`src/rtl/siph_pkg.sv`:
```
package siph_pkg;

    localparam int WORD_W      = 64;
    localparam int BYTES_W     = 4;
    localparam int LEN_W       = 8;
    localparam int CFG_INDEX_W = 1;

    localparam logic [CFG_INDEX_W-1:0] REG_KEY_LOW  = 1'b0;
    localparam logic [CFG_INDEX_W-1:0] REG_KEY_HIGH = 1'b1;

    localparam logic [WORD_W-1:0] IV0     = 64'h736f6d6570736575;
    localparam logic [WORD_W-1:0] IV1     = 64'h646f72616e646f6d;
    localparam logic [WORD_W-1:0] IV2     = 64'h6c7967656e657261;
    localparam logic [WORD_W-1:0] IV3     = 64'h7465646279746573;
    localparam logic [WORD_W-1:0] FIN_XOR = 64'h00000000000000ff;

    localparam logic [BYTES_W-1:0] FULL_BYTES = 4'd8;

    localparam int QUEUE_DEPTH = 2;
    localparam int QUEUE_PTR_W = $clog2(QUEUE_DEPTH);
    localparam int QUEUE_CNT_W = $clog2(QUEUE_DEPTH + 1);

    localparam int FINAL_ROUNDS = 4;
    localparam int ROUND_CNT_W  = 2;

    typedef struct packed {
        logic [WORD_W-1:0] v0;
        logic [WORD_W-1:0] v1;
        logic [WORD_W-1:0] v2;
        logic [WORD_W-1:0] v3;
    } t_lanes;

    // One queued block: the word to absorb and whether finalisation follows.
    typedef struct packed {
        logic              fin;
        logic [WORD_W-1:0] data;
    } t_cmd;

    typedef enum logic [1:0] {
        ST_IDLE,
        ST_ABSORB,
        ST_FINAL
    } t_state;

    typedef struct packed {
        logic pend;
    } t_front_stat;

    typedef struct packed {
        logic busy;
        logic finishing;
    } t_back_stat;

    function automatic logic [WORD_W-1:0] rotl(input logic [WORD_W-1:0] x, input int r);
        return (x << r) | (x >> (WORD_W - r));
    endfunction

    function automatic t_lanes sip_round(input t_lanes v);
        t_lanes w;
        w = v;
        w.v0 = w.v0 + w.v1;
        w.v1 = rotl(w.v1, 13) ^ w.v0;
        w.v0 = rotl(w.v0, 32);
        w.v2 = w.v2 + w.v3;
        w.v3 = rotl(w.v3, 16) ^ w.v2;
        w.v0 = w.v0 + w.v3;
        w.v3 = rotl(w.v3, 21) ^ w.v0;
        w.v2 = w.v2 + w.v1;
        w.v1 = rotl(w.v1, 17) ^ w.v2;
        w.v2 = rotl(w.v2, 32);
        return w;
    endfunction

    function automatic t_lanes load_lanes(input logic [WORD_W-1:0] k0,
                                          input logic [WORD_W-1:0] k1);
        t_lanes w;
        w.v0 = k0 ^ IV0;
        w.v1 = k1 ^ IV1;
        w.v2 = k0 ^ IV2;
        w.v3 = k1 ^ IV3;
        return w;
    endfunction

    function automatic logic [WORD_W-1:0] byte_mask(input logic [BYTES_W-1:0] n);
        logic [WORD_W-1:0] m;
        for (int i = 0; i < WORD_W / 8; i++) begin
            m[8*i +: 8] = (BYTES_W'(i) < n) ? 8'hff : 8'h00;
        end
        return m;
    endfunction

endpackage

```
`src/rtl/siphash_2_4_engine.sv`:
```
// The core runs one SipRound per cycle, but stalls while the output register still holds
// an unread hash; it takes a new block only once the last is absorbed, its lane registers
// are shared by all rounds, and a message ends with 4 more rounds for finalisation.
// Reset: synchronous, active low; the keys read as zero, queue and core are emptied, and
// the first message after reset starts from lanes loaded with the key held when it starts.
module siphash_2_4_engine (
    input  logic                              i_clk,
    input  logic                              i_rst_n,
    // Message word requests.
    input  logic                              i_s_tvalid,
    output logic                              o_s_tready,
    input  logic [siph_pkg::WORD_W-1:0]       i_s_tdata,  // bits 63:0 message_word
    input  logic [siph_pkg::BYTES_W-1:0]      i_s_tuser,  // bits 3:0 valid_bytes
    input  logic                              i_s_tlast,  // last_word
    // Hash result requests.
    output logic                              o_m_tvalid,
    input  logic                              i_m_tready,
    output logic [siph_pkg::WORD_W-1:0]       o_m_tdata,  // bits 63:0 hash_value
    // Key write requests.
    input  logic                              i_cfg_valid,
    output logic                              o_cfg_ready,
    input  logic [siph_pkg::CFG_INDEX_W-1:0]  i_cfg_index,
    input  logic [siph_pkg::WORD_W-1:0]       i_cfg_data
);
    import siph_pkg::*;

    logic [WORD_W-1:0] r_key_low;
    logic [WORD_W-1:0] r_key_high;

    logic        push_valid;
    logic        push_ready;
    t_cmd        push_cmd;
    logic        pop_valid;
    logic        pop;
    t_cmd        pop_cmd;
    t_front_stat front_stat;
    t_back_stat  back_stat;

    // Key writes are always taken. The core copies the key into its lanes only when
    // it starts a new message, so a write between two words of a message leaves the
    // running hash untouched and applies from the next message onwards.
    assign o_cfg_ready = 1'b1;

    always_ff @(posedge i_clk) begin
        if (!i_rst_n) begin
            r_key_low  <= '0;
            r_key_high <= '0;
        end else if (i_cfg_valid && o_cfg_ready) begin
            unique case (i_cfg_index)
                REG_KEY_LOW:  r_key_low  <= i_cfg_data;
                REG_KEY_HIGH: r_key_high <= i_cfg_data;
                default:      r_key_low  <= r_key_low;
            endcase
        end
    end

    // The front end masks the tail bytes, keeps the running length and turns each
    // request into one queued block; a full last word yields a second block that
    // holds only the length byte, and the front end holds off input until it is queued.
    siph_front u_front (
        .i_clk      (i_clk),
        .i_rst_n    (i_rst_n),
        .i_s_tvalid (i_s_tvalid),
        .o_s_tready (o_s_tready),
        .i_s_tdata  (i_s_tdata),
        .i_s_tuser  (i_s_tuser),
        .i_s_tlast  (i_s_tlast),
        .o_q_valid  (push_valid),
        .i_q_ready  (push_ready),
        .o_q_cmd    (push_cmd),
        .o_stat     (front_stat)
    );

    // A two-entry queue lets the front end keep taking words while the core rounds.
    siph_fifo u_fifo (
        .i_clk   (i_clk),
        .i_rst_n (i_rst_n),
        .i_push  (push_valid),
        .o_ready (push_ready),
        .i_cmd   (push_cmd),
        .o_valid (pop_valid),
        .i_pop   (pop),
        .o_cmd   (pop_cmd)
    );

    // The core absorbs each block, runs the finalisation rounds after the last one and holds the
    // hash in its output register, stalling only when that register is still full.
    siph_core u_core (
        .i_clk        (i_clk),
        .i_rst_n      (i_rst_n),
        .i_key_low    (r_key_low),
        .i_key_high   (r_key_high),
        .i_q_valid    (pop_valid),
        .i_q_cmd      (pop_cmd),
        .o_q_pop      (pop),
        .o_hash_valid (o_m_tvalid),
        .i_hash_ready (i_m_tready),
        .o_hash       (o_m_tdata),
        .o_stat       (back_stat)
    );

`ifndef SYNTHESIS
    // The core only takes a block the queue actually holds.
    a_pop_nonempty: assert property (@(posedge i_clk) disable iff (!i_rst_n)
        pop |-> pop_valid)
        else $error("core popped an empty queue");

    // A new hash appears only after the last finalisation round.
    a_hash_source: assert property (@(posedge i_clk) disable iff (!i_rst_n)
        $rose(o_m_tvalid) |-> $past(back_stat.finishing))
        else $error("hash valid without finalisation");

    // While the length-only block is pending, no further word is taken.
    a_pend_blocks: assert property (@(posedge i_clk) disable iff (!i_rst_n)
        front_stat.pend |-> !o_s_tready)
        else $error("input taken while a length block is pending");

    // A hash is only loaded while the core is busy finalising.
    a_finish_busy: assert property (@(posedge i_clk) disable iff (!i_rst_n)
        back_stat.finishing |-> back_stat.busy)
        else $error("hash loaded while core idle");
`endif

endmodule

```
`src/rtl/siph_front.sv`:
```
module siph_front (
    input  logic                          i_clk,
    input  logic                          i_rst_n,
    input  logic                          i_s_tvalid,
    output logic                          o_s_tready,
    input  logic [siph_pkg::WORD_W-1:0]   i_s_tdata,  // message_word
    input  logic [siph_pkg::BYTES_W-1:0]  i_s_tuser,  // valid_bytes
    input  logic                          i_s_tlast,  // last_word
    output logic                          o_q_valid,
    input  logic                          i_q_ready,
    output siph_pkg::t_cmd                o_q_cmd,
    output siph_pkg::t_front_stat         o_stat
);
    import siph_pkg::*;

    logic [LEN_W-1:0]   r_len,     n_len;
    logic               r_pend,    n_pend;
    logic [LEN_W-1:0]   r_pend_len, n_pend_len;
    logic [BYTES_W-1:0] nbytes;
    logic [LEN_W-1:0]   len_sum;
    logic               accept;

    assign o_s_tready = !r_pend && i_q_ready;
    assign accept     = i_s_tvalid && o_s_tready;
    assign o_q_valid  = r_pend || i_s_tvalid;
    assign o_stat.pend = r_pend;

    // Non-last words, and counts above eight, count as full words.
    assign nbytes  = (!i_s_tlast || (i_s_tuser > FULL_BYTES)) ? FULL_BYTES : i_s_tuser;
    assign len_sum = r_len + LEN_W'(nbytes);

    always_comb begin
        n_len      = r_len;
        n_pend     = r_pend;
        n_pend_len = r_pend_len;
        o_q_cmd    = '0;
        if (r_pend) begin
            o_q_cmd.fin  = 1'b1;
            o_q_cmd.data = {r_pend_len, {(WORD_W - LEN_W){1'b0}}};
            if (i_q_ready) begin
                n_pend = 1'b0;
            end
        end else begin
            if (!i_s_tlast || (nbytes == FULL_BYTES)) begin
                o_q_cmd.fin  = 1'b0;
                o_q_cmd.data = i_s_tdata;
            end else begin
                o_q_cmd.fin  = 1'b1;
                o_q_cmd.data = (i_s_tdata & byte_mask(nbytes))
                             | {len_sum, {(WORD_W - LEN_W){1'b0}}};
            end
            if (accept) begin
                if (!i_s_tlast) begin
                    n_len = len_sum;
                end else begin
                    n_len = '0;
                    if (nbytes == FULL_BYTES) begin
                        // A full last word leaves a block of length only.
                        n_pend     = 1'b1;
                        n_pend_len = len_sum;
                    end
                end
            end
        end
    end

    always_ff @(posedge i_clk) begin
        if (!i_rst_n) begin
            r_len  <= '0;
            r_pend <= 1'b0;
        end else begin
            r_len  <= n_len;
            r_pend <= n_pend;
        end
        r_pend_len <= n_pend_len;
    end

endmodule

```
`src/rtl/siph_fifo.sv`:
```
module siph_fifo (
    input  logic           i_clk,
    input  logic           i_rst_n,
    input  logic           i_push,
    output logic           o_ready,
    input  siph_pkg::t_cmd i_cmd,
    output logic           o_valid,
    input  logic           i_pop,
    output siph_pkg::t_cmd o_cmd
);
    import siph_pkg::*;

    t_cmd                   r_mem [QUEUE_DEPTH];
    logic [QUEUE_PTR_W-1:0] r_wr, n_wr;
    logic [QUEUE_PTR_W-1:0] r_rd, n_rd;
    logic [QUEUE_CNT_W-1:0] r_count, n_count;
    logic                   push_ok;
    logic                   pop_ok;

    assign o_ready = (r_count != QUEUE_CNT_W'(QUEUE_DEPTH));
    assign o_valid = (r_count != '0);
    assign o_cmd   = r_mem[r_rd];
    assign push_ok = i_push && o_ready;
    assign pop_ok  = i_pop && o_valid;

    always_comb begin
        n_wr    = r_wr;
        n_rd    = r_rd;
        n_count = r_count + QUEUE_CNT_W'(push_ok) - QUEUE_CNT_W'(pop_ok);
        if (push_ok) begin
            n_wr = (r_wr == QUEUE_PTR_W'(QUEUE_DEPTH - 1)) ? '0 : r_wr + 1'b1;
        end
        if (pop_ok) begin
            n_rd = (r_rd == QUEUE_PTR_W'(QUEUE_DEPTH - 1)) ? '0 : r_rd + 1'b1;
        end
    end

    always_ff @(posedge i_clk) begin
        if (!i_rst_n) begin
            r_wr    <= '0;
            r_rd    <= '0;
            r_count <= '0;
        end else begin
            r_wr    <= n_wr;
            r_rd    <= n_rd;
            r_count <= n_count;
        end
        if (push_ok) begin
            r_mem[r_wr] <= i_cmd;
        end
    end

endmodule

```
`src/rtl/siph_core.sv`:
```
module siph_core (
    input  logic                        i_clk,
    input  logic                        i_rst_n,
    input  logic [siph_pkg::WORD_W-1:0] i_key_low,
    input  logic [siph_pkg::WORD_W-1:0] i_key_high,
    input  logic                        i_q_valid,
    input  siph_pkg::t_cmd              i_q_cmd,
    output logic                        o_q_pop,
    output logic                        o_hash_valid,
    input  logic                        i_hash_ready,
    output logic [siph_pkg::WORD_W-1:0] o_hash,
    output siph_pkg::t_back_stat        o_stat
);
    import siph_pkg::*;

    t_state                 r_state, n_state;
    logic [ROUND_CNT_W-1:0] r_cnt,   n_cnt;
    t_lanes                 r_lanes, n_lanes;
    logic [WORD_W-1:0]      r_m,     n_m;
    logic                   r_fin,   n_fin;
    logic                   r_fresh, n_fresh;
    logic                   r_out_valid, n_out_valid;
    logic [WORD_W-1:0]      r_hash,  n_hash;
    logic                   out_free;
    logic                   load_hash;
    t_lanes                 base;
    t_lanes                 rnd;

    assign out_free     = !r_out_valid || i_hash_ready;
    assign o_hash_valid = r_out_valid;
    assign o_hash       = r_hash;
    assign o_stat.busy      = (r_state != ST_IDLE);
    assign o_stat.finishing = load_hash;

    always_comb begin
        n_state = r_state;
        unique case (r_state)
            ST_IDLE: begin
                if (i_q_valid) begin
                    n_state = ST_ABSORB;
                end
            end
            ST_ABSORB: begin
                n_state = r_fin ? ST_FINAL : ST_IDLE;
            end
            ST_FINAL: begin
                if ((r_cnt == '0) && out_free) begin
                    n_state = ST_IDLE;
                end
            end
            default: begin
                n_state = ST_IDLE;
            end
        endcase
    end

    always_comb begin
        n_cnt     = r_cnt;
        n_lanes   = r_lanes;
        n_m       = r_m;
        n_fin     = r_fin;
        n_fresh   = r_fresh;
        n_hash    = r_hash;
        o_q_pop   = 1'b0;
        load_hash = 1'b0;
        base      = r_fresh ? load_lanes(i_key_low, i_key_high) : r_lanes;
        base.v3   = base.v3 ^ i_q_cmd.data;
        rnd       = sip_round(r_lanes);
        unique case (r_state)
            ST_IDLE: begin
                if (i_q_valid) begin
                    o_q_pop = 1'b1;
                    n_lanes = sip_round(base);
                    n_m     = i_q_cmd.data;
                    n_fin   = i_q_cmd.fin;
                    n_fresh = 1'b0;
                end
            end
            ST_ABSORB: begin
                n_lanes    = rnd;
                n_lanes.v0 = rnd.v0 ^ r_m;
                if (r_fin) begin
                    n_lanes.v2 = rnd.v2 ^ FIN_XOR;
                end
                n_cnt = ROUND_CNT_W'(FINAL_ROUNDS - 1);
            end
            ST_FINAL: begin
                if (r_cnt != '0) begin
                    n_lanes = rnd;
                    n_cnt   = r_cnt - 1'b1;
                end else if (out_free) begin
                    load_hash = 1'b1;
                    n_hash    = rnd.v0 ^ rnd.v1 ^ rnd.v2 ^ rnd.v3;
                    n_fresh   = 1'b1;
                end
            end
            default: begin
                n_lanes = r_lanes;
            end
        endcase
        if (load_hash) begin
            n_out_valid = 1'b1;
        end else if (i_hash_ready) begin
            n_out_valid = 1'b0;
        end else begin
            n_out_valid = r_out_valid;
        end
    end

    always_ff @(posedge i_clk) begin
        if (!i_rst_n) begin
            r_state     <= ST_IDLE;
            r_cnt       <= '0;
            r_fresh     <= 1'b1;
            r_out_valid <= 1'b0;
        end else begin
            r_state     <= n_state;
            r_cnt       <= n_cnt;
            r_fresh     <= n_fresh;
            r_out_valid <= n_out_valid;
        end
        r_lanes <= n_lanes;
        r_m     <= n_m;
        r_fin   <= n_fin;
        r_hash  <= n_hash;
    end

endmodule
```
`config.mk`:
```
export PLATFORM = sky130hd
export DESIGN_NAME = siphash_2_4_engine
export DESIGN_NICKNAME = d
export VERILOG_FILES = /design/src/rtl/siph_pkg.sv /design/src/rtl/siphash_2_4_engine.sv /design/src/rtl/siph_front.sv /design/src/rtl/siph_fifo.sv /design/src/rtl/siph_core.sv
export SDC_FILE = /design/constraint.sdc
export NUM_CORES = 2
export LEC_CHECK = 0
export ABC_AREA = 0
export BUFFER_PORTS_ARGS = -buffer_cell sky130_fd_sc_hd__buf_2
export CORE_ASPECT_RATIO = 1.4
export CORE_MARGIN = 8
export CORE_UTILIZATION = 35
export DETAILED_ROUTE_END_ITERATION = 16
export MAX_ROUTING_LAYER = met4
export PLACE_DENSITY = 0.51
export SYNTH_ARGS = -nofsm -noshare
export SYNTH_HDL_FRONTEND = slang
export SYNTH_SLANG_ARGS = --single-unit
```
`constraint.sdc`:
```
create_clock -name i_clk -period 35.9 [get_ports i_clk]
set_input_delay 3.59 -clock i_clk [delete_from_list [all_inputs] [get_ports i_clk]]
set_output_delay 3.59 -clock i_clk [all_outputs]
set_load 0.03 [all_outputs]
```
### Yosys cells after proc, flatten, opt, wreduce, memory -nomap -nowiden

Memories as Yosys holds them, arrays and structs flattened. A register that Yosys moved wholly into a read port is not among the register bits.
Cells that the tools add are included.

* input port bits: 139
* bits in read-only memories: 0
* logic and storage cells: 162
* latch bits: 0
* flip-flop bits (word level): 540
* RAM bits: 130
* memories: 1

Memories
* u_fifo.r_mem: depth 2, bits a word 65, read ports 1, clocked after Yosys merged registers in 1, wr ports 1, RTL line siph_fifo.sv:13 `t_cmd r_mem [QUEUE_DEPTH];`

* multiply operators: 0
* div/mod/pow operators: 0
* $add $sub $neg: 14
* equal/unequal tests: 9
* shift operators: 0
* $lt $le $gt $ge: 9
* reductions and logical operators: 30
* multiplexer cells: 45
* bitwise logic cells: 35

Operators by type and width (number)
* $xor A64 B64 Y64: 13
* $mux W256: 3
* $pmux W256 S3: 1
* $add A64 B64 Y64: 8
* $or A64 B32 Y64: 4
* $mux W65: 2
* $or A64 B13 Y64: 2
* $or A64 B16 Y64: 2
* $or A64 B17 Y64: 2
* $or A64 B21 Y64: 2
* $mux W8: 10
* $and A64 B64 Y64: 1
* $or A64 B64 Y64: 1
* $not A37 Y37: 1
* $not A35 Y35: 1
* $not A34 Y34: 1
* $not A32 Y32: 1
* $mux W1: 21
* $lt A3 B4 Y1 const A: 4
* $reduce_and A2 Y1: 6
* $reduce_bool A2 Y1: 5
* $add A8 B4 Y8: 1
* $lt A1 B4 Y1 const A: 2
* $lt A2 B4 Y1 const A: 2
* other kinds (24): 46

### Logic depth before layout (Yosys ltp)

* depth in word-level cells: 9
* depth in mapped cells: 37
* mapped depth without buffers: 32

### Hierarchy

Synthesis repeated with hierarchy kept, for this count alone.

* cells, all modules: 7108
* area total of the unflattened synthesis: 63586.0 µm²

By module, submodules not included
* siph_core: cells each 6196, area each 52034.9 µm², instances 1
* siph_fifo: cells each 231, area each 5154.9 µm², instances 1
* siphash_2_4_engine: cells each 487, area each 4845.9 µm², instances 1
* siph_front: cells each 194, area each 1550.2 µm², instances 1

### Worst setup path after synthesis

Ideal clock, no wire load.

* path kind: register -> register
* start: register u_core.r_state[0]
* end: register u_core.r_lanes[0] (netlist bit), enable pin
* data arrival time: 20.237 ns
* setup slack: 14.381 ns
* setup time: 1.281 ns
* cell stages (with the launch flop): 7
* cells stage by stage: dfxtp_1 -> inv_1 -> ha_1 -> clkbuf_1 -> buf_1 -> clkbuf_1 -> a221oi_1

* longest elaborated chain between the ends: 3
* elaborated cells between the ends (all ways): 7
* classes of those cells: 4 x eq/ne; 3 x reduce/logical

RTL lines
* start, declared: RTL line siph_core.sv:16 `t_state r_state, n_state;`
* start signal, assigned: RTL line siph_core.sv:117 `r_state <= n_state;`
* $eq A2 B2 Y1, or another cell as far along: RTL line siph_core.sv:69 `unique case (r_state)`
* $ne A2 B1 Y1 (no line), or another cell as far along
* $reduce_and A3 Y1 (no line) *
* end signal, assigned: RTL line siph_core.sv:122 `r_lanes <= n_lanes;`
* end, declared: RTL line siph_core.sv:18 `t_lanes r_lanes, n_lanes;`

Every way passes the cells marked *; elsewhere a longest branch is shown, timed or not.
A chain may end at the register's enable or synchronous reset.

==> parameters.txt <==
Parameter                              Value

Status
  Result of the run ... finished, violations left
  Violations in the final reports ... max-capacitance violations, max-slew violations

Synth
  EDFF count, synth ... about 520
  Post-Syn Nets ... just over 8000
  Average footprint of a synthesized cell ... ~8.6 sq um
  Post-Syn Instances ... between 7000 and 8000
  FFs w/ async S/R, synth ... 0%
  Post-synthesis cell type count ... between 100 and 150
  Sequential fraction of the synthesis area ... 28.5%
  Flip-flop and latch count after synthesis ... approximately 670
  Leading register cell type out of synthesis ... sky130_fd_sc_hd__edfxtp_1
  Post-synthesis instance area ... about 65000 sq um
  Synth Warn # ... 0

Clock network
  TritonCTS clock tree ... done
  CTS Buf Count ... 75
  Total of hold buffers inserted after clock tree synthesis ... 0
  Root buffer cell ... sky130_fd_sc_hd__clkbuf_16
  Number of sinks handled by clock tree synthesis ... roughly 670
  Clock-pin slew on the worst setup and hold paths ... about 0.070 ns
  Post_cts resized ... 0
  Maximum level of the CTS H-tree ... 3
  Worst-Skew Late Latency ... roughly 0.80 ns
  Clock tree buffer depth ... 3
  Setup fix buffers added after clock tree synthesis ... 0

Layout
  Area grow syn2layout ... 12.4%
  Final Net Count ... between 8000 and 9000
  Sequential cell area in the final layout ... about 19000 sq um
  Fraction of final layout cells sized beyond drive strength 1 ... ~10%
  FILL cells ... 19290
  Combined area of the multi-input logic cells ... 45000 sq um
  Final Instance Area ... between 70000 and 80000 sq um

Worst setup path
  Endpoint type of the worst setup path ... flip-flop
  Reg-to-Reg End ... u_core.r_lanes[60]$_DFFE_PP_
  Critical path capture point ... u_core.r_lanes[60]$_DFFE_PP_
  Crit path max fanout ... 7
  Reg2Reg Depth ... 26
  Critical path data arrival time ... approximately 12 ns
  Source of the worst register-to-register timing path ... u_core.r_lanes[141]$_DFFE_PP_
  Critical path class ... reg -> reg
  Setup crit start ... u_core.r_lanes[141]$_DFFE_PP_
  Worst endpoint required time ... 36.47 ns
  Flop-to-flop setup slack ... ~25 ns
  Crit path launch type ... flip-flop

Placement
  Placement Cell Area ... about 70000 sq um
  Weighted congestion at the end of routability-driven global placement ... 1.29
  Placed wire-length estimate ... between 400 and 500 mm
  Count of buffers from port buffering ... a little over 200

Die
  Core Rows ... 188
  Starting density of the core ... about a third
  Io pins ... ~210
  Die area ... 201000 sq um
  Area of the core ... roughly 190000 sq um
  Die span in x ... roughly 380 um
  Die Y ... 528 um

GRT
  Overflow after GRT ... 0
  First-pass GRT wire length ... ~650 mm
  GRT Util Overall ... between 50% and 60%
  Number of antenna violations at the first check in global routing ... 141
  Number of global-route vias before repair ... about 63000
  Maximum number of pins on one net before global-route repair ... 153

Drt
  Via Count ... between 60000 and 70000
  DRC errors left ... 0
  Initial DRC count ... between 10000 and 15000
  DR vias/cell ... 6.63
  First-pass detailed-route iteration total ... 9
  Number of nets with antenna violations after routing ... 0
  WL per Instance ... roughly 49 um
  Wire length after detailed routing ... just over 500 mm

Timing
  RSZ-0062 raised after global routing ... no
  Slew at the pin closest to its max-slew limit ... 1.74 ns
  # setup viols final ... 0
  Min Tclk post-route ... around 11 ns
  Max-slew violation count ... 27
  Fin. Hold Viols ... 0
  Relative max-transition margin ... -16.1%
  Setup TNS ... 0 ns
  Achievable Freq ... a little over 0.09 GHz
  Worst setup skew after layout ... 0.0582 ns
  Final period utilization ... a little under a third

Min path
  Kind of path behind the tightest hold check ... reg -> reg

Run
  Max Cap Violations ... 10
-- layout by cell type, fill, tap and decap left out, types with 97 or more instances in the layout --
| cell type | n |
|---|---|
| sky130_fd_sc_hd__nand3_1 | 111 |
| sky130_fd_sc_hd__buf_2 | 203 |
| sky130_fd_sc_hd__a21boi_0 | 149 |
| sky130_fd_sc_hd__a31oi_1 | 101 |
| sky130_fd_sc_hd__nor2_1 | 342 |
| sky130_fd_sc_hd__xor2_1 | 424 |
| sky130_fd_sc_hd__o21bai_1 | 101 |
| sky130_fd_sc_hd__xnor2_1 | 683 |
| sky130_fd_sc_hd__inv_1 | 373 |
| sky130_fd_sc_hd__diode_2 | 148 |
| sky130_fd_sc_hd__nand2b_1 | 97 |
| sky130_fd_sc_hd__edfxtp_1 | 523 |
| sky130_fd_sc_hd__buf_4 | 183 |
| sky130_fd_sc_hd__mux2i_1 | 113 |
| sky130_fd_sc_hd__a21oi_1 | 606 |
| sky130_fd_sc_hd__o22ai_1 | 133 |
| sky130_fd_sc_hd__ha_1 | 508 |
| sky130_fd_sc_hd__o21ai_0 | 500 |
| sky130_fd_sc_hd__nand4_1 | 117 |
| sky130_fd_sc_hd__a21o_1 | 356 |
| sky130_fd_sc_hd__dfxtp_1 | 146 |
| sky130_fd_sc_hd__nand2_1 | 681 |
| sky130_fd_sc_hd__nor2b_1 | 118 |
-- worst max-delay path: stages (launching register included) --
cell,delay (ns)
sky130_fd_sc_hd__edfxtp_1,1.07
sky130_fd_sc_hd__ha_1,0.47
sky130_fd_sc_hd__a21o_1,0.21
sky130_fd_sc_hd__a21oi_1,0.15
sky130_fd_sc_hd__o21bai_1,0.08
sky130_fd_sc_hd__a311oi_1,0.33
sky130_fd_sc_hd__nand2_1,0.12
sky130_fd_sc_hd__a221o_1,0.38
sky130_fd_sc_hd__o211ai_1,0.31
sky130_fd_sc_hd__a21oi_1,0.49
sky130_fd_sc_hd__o31ai_1,1.05
sky130_fd_sc_hd__o21ai_0,0.46
sky130_fd_sc_hd__xnor2_2,0.88
sky130_fd_sc_hd__ha_1,0.37
sky130_fd_sc_hd__a21oi_1,0.13
sky130_fd_sc_hd__o21bai_1,0.13
sky130_fd_sc_hd__a21oi_1,0.11
sky130_fd_sc_hd__o21ai_0,0.32
sky130_fd_sc_hd__a221o_1,0.25
sky130_fd_sc_hd__a221o_1,0.21
sky130_fd_sc_hd__o21ai_0,0.10
sky130_fd_sc_hd__nor2b_1,0.18
sky130_fd_sc_hd__o31ai_1,0.75
sky130_fd_sc_hd__a31oi_1,0.23
sky130_fd_sc_hd__xnor2_1,1.12
sky130_fd_sc_hd__xnor2_1,0.49
sky130_fd_sc_hd__o22ai_1,0.35
-- cell usage after synthesis (149+ instances only) --
cell	instances	area share [%]
sky130_fd_sc_hd__xnor2_1	732	9.8
sky130_fd_sc_hd__nand2_1	682	3.9
sky130_fd_sc_hd__a21oi_1	606	4.6
sky130_fd_sc_hd__edfxtp_1	523	24
sky130_fd_sc_hd__ha_1	511	9.8
sky130_fd_sc_hd__o21ai_0	502	3.8
sky130_fd_sc_hd__xor2_1	467	6.2
sky130_fd_sc_hd__inv_1	376	2.2
sky130_fd_sc_hd__a21o_1	356	4.1
sky130_fd_sc_hd__nor2_1	343	2.0
sky130_fd_sc_hd__clkbuf_1	329	1.9
sky130_fd_sc_hd__a21boi_0	149	1.7
-- flip-flops by register name, indices dropped and copies added, names as in the netlist, 2 cells and up, named ones only --
name	flops
r_key_high	64
r_key_low	64
u_core.o_hash	64
u_core.r_cnt	2
u_core.r_lanes	256
u_core.r_m	64
u_core.r_state	2
u_fifo.r_count	2
u_fifo.r_mem	130
u_front.r_len	8
u_front.r_pend_len	8
-- per-layer routing --
| metal | wire [um] | vias to the layer above | track usage, % | share of wire (%) |
|---|---|---|---|---|
| li1 | - | 27803 | - | - |
| met5 | 0 | - | - | 0 |
| met2 | 209000 | 5455 | 70.1 | 41 |
| met4 | 73000 | 0 | 54.5 | 14 |
| met1 | 169000 | 33690 | 51.2 | 33 |
| met3 | 61800 | 1962 | 19.7 | 12 |
-- worst min path at each step --
stage | start | endpoint | slack [ns] | cells past startpoint
floorplan | r_key_high[22]$_SDFFE_PN0P_ | r_key_high[22]$_SDFFE_PN0P_ | 0.44 | 2
global placement | r_key_low[6]$_SDFFE_PN0P_ | r_key_low[6]$_SDFFE_PN0P_ | 0.45 | 2
detailed placement | r_key_low[22]$_SDFFE_PN0P_ | r_key_low[22]$_SDFFE_PN0P_ | 0.46 | 2
CTS | r_key_low[22]$_SDFFE_PN0P_ | r_key_low[22]$_SDFFE_PN0P_ | 0.46 | 2
global route | r_key_low[39]$_SDFFE_PN0P_ | r_key_low[39]$_SDFFE_PN0P_ | 0.48 | 2
finish | r_key_low[22]$_SDFFE_PN0P_ | r_key_low[22]$_SDFFE_PN0P_ | 0.46 | 2
-- final cells by class --
class                   instances  share of cell area, %
multi-input cells            6188                   61.1
flip-flops and latches        671                   25.4
well taps                    2470                   4.20
repair buffers                398                   3.51
clock buffers                  87                   2.67
inverters                     377                   1.93
clock inverters                48                  0.726
diodes                        148                  0.503
-- metrics by stage --
step / hold WS, ns / setup slack [ns] / utilization, % / std cells
after global routing: 0.485 / 24.84 / 39.4 / 10354
after floorplan: 0.438 / 14.38 / - / 7590
after global placement: 0.449 / 25.08 / 37.7 / 10093
after detailed placement: 0.455 / 25.34 / 37.7 / 10093
final: 0.461 / 24.86 / 39.4 / 10387
after CTS: 0.464 / 25.24 / 39.0 / 10228
-- cells by family after synthesis --
logic type | Yosys count | synth area share (%)
buf+inv | 731 | 4.24
mux | 201 | 3.21
other cells | 1 | 0.00573
simple gates | 1826 | 13.4
xor+xnor | 1226 | 16.9
fa+ha+maj | 522 | 10.1
flops | 671 | 28.5
compound gates | 2412 | 23.6
Power is not shown: default switching activity piles up to over one toggle a cycle in this logic, so the estimate is an artifact.
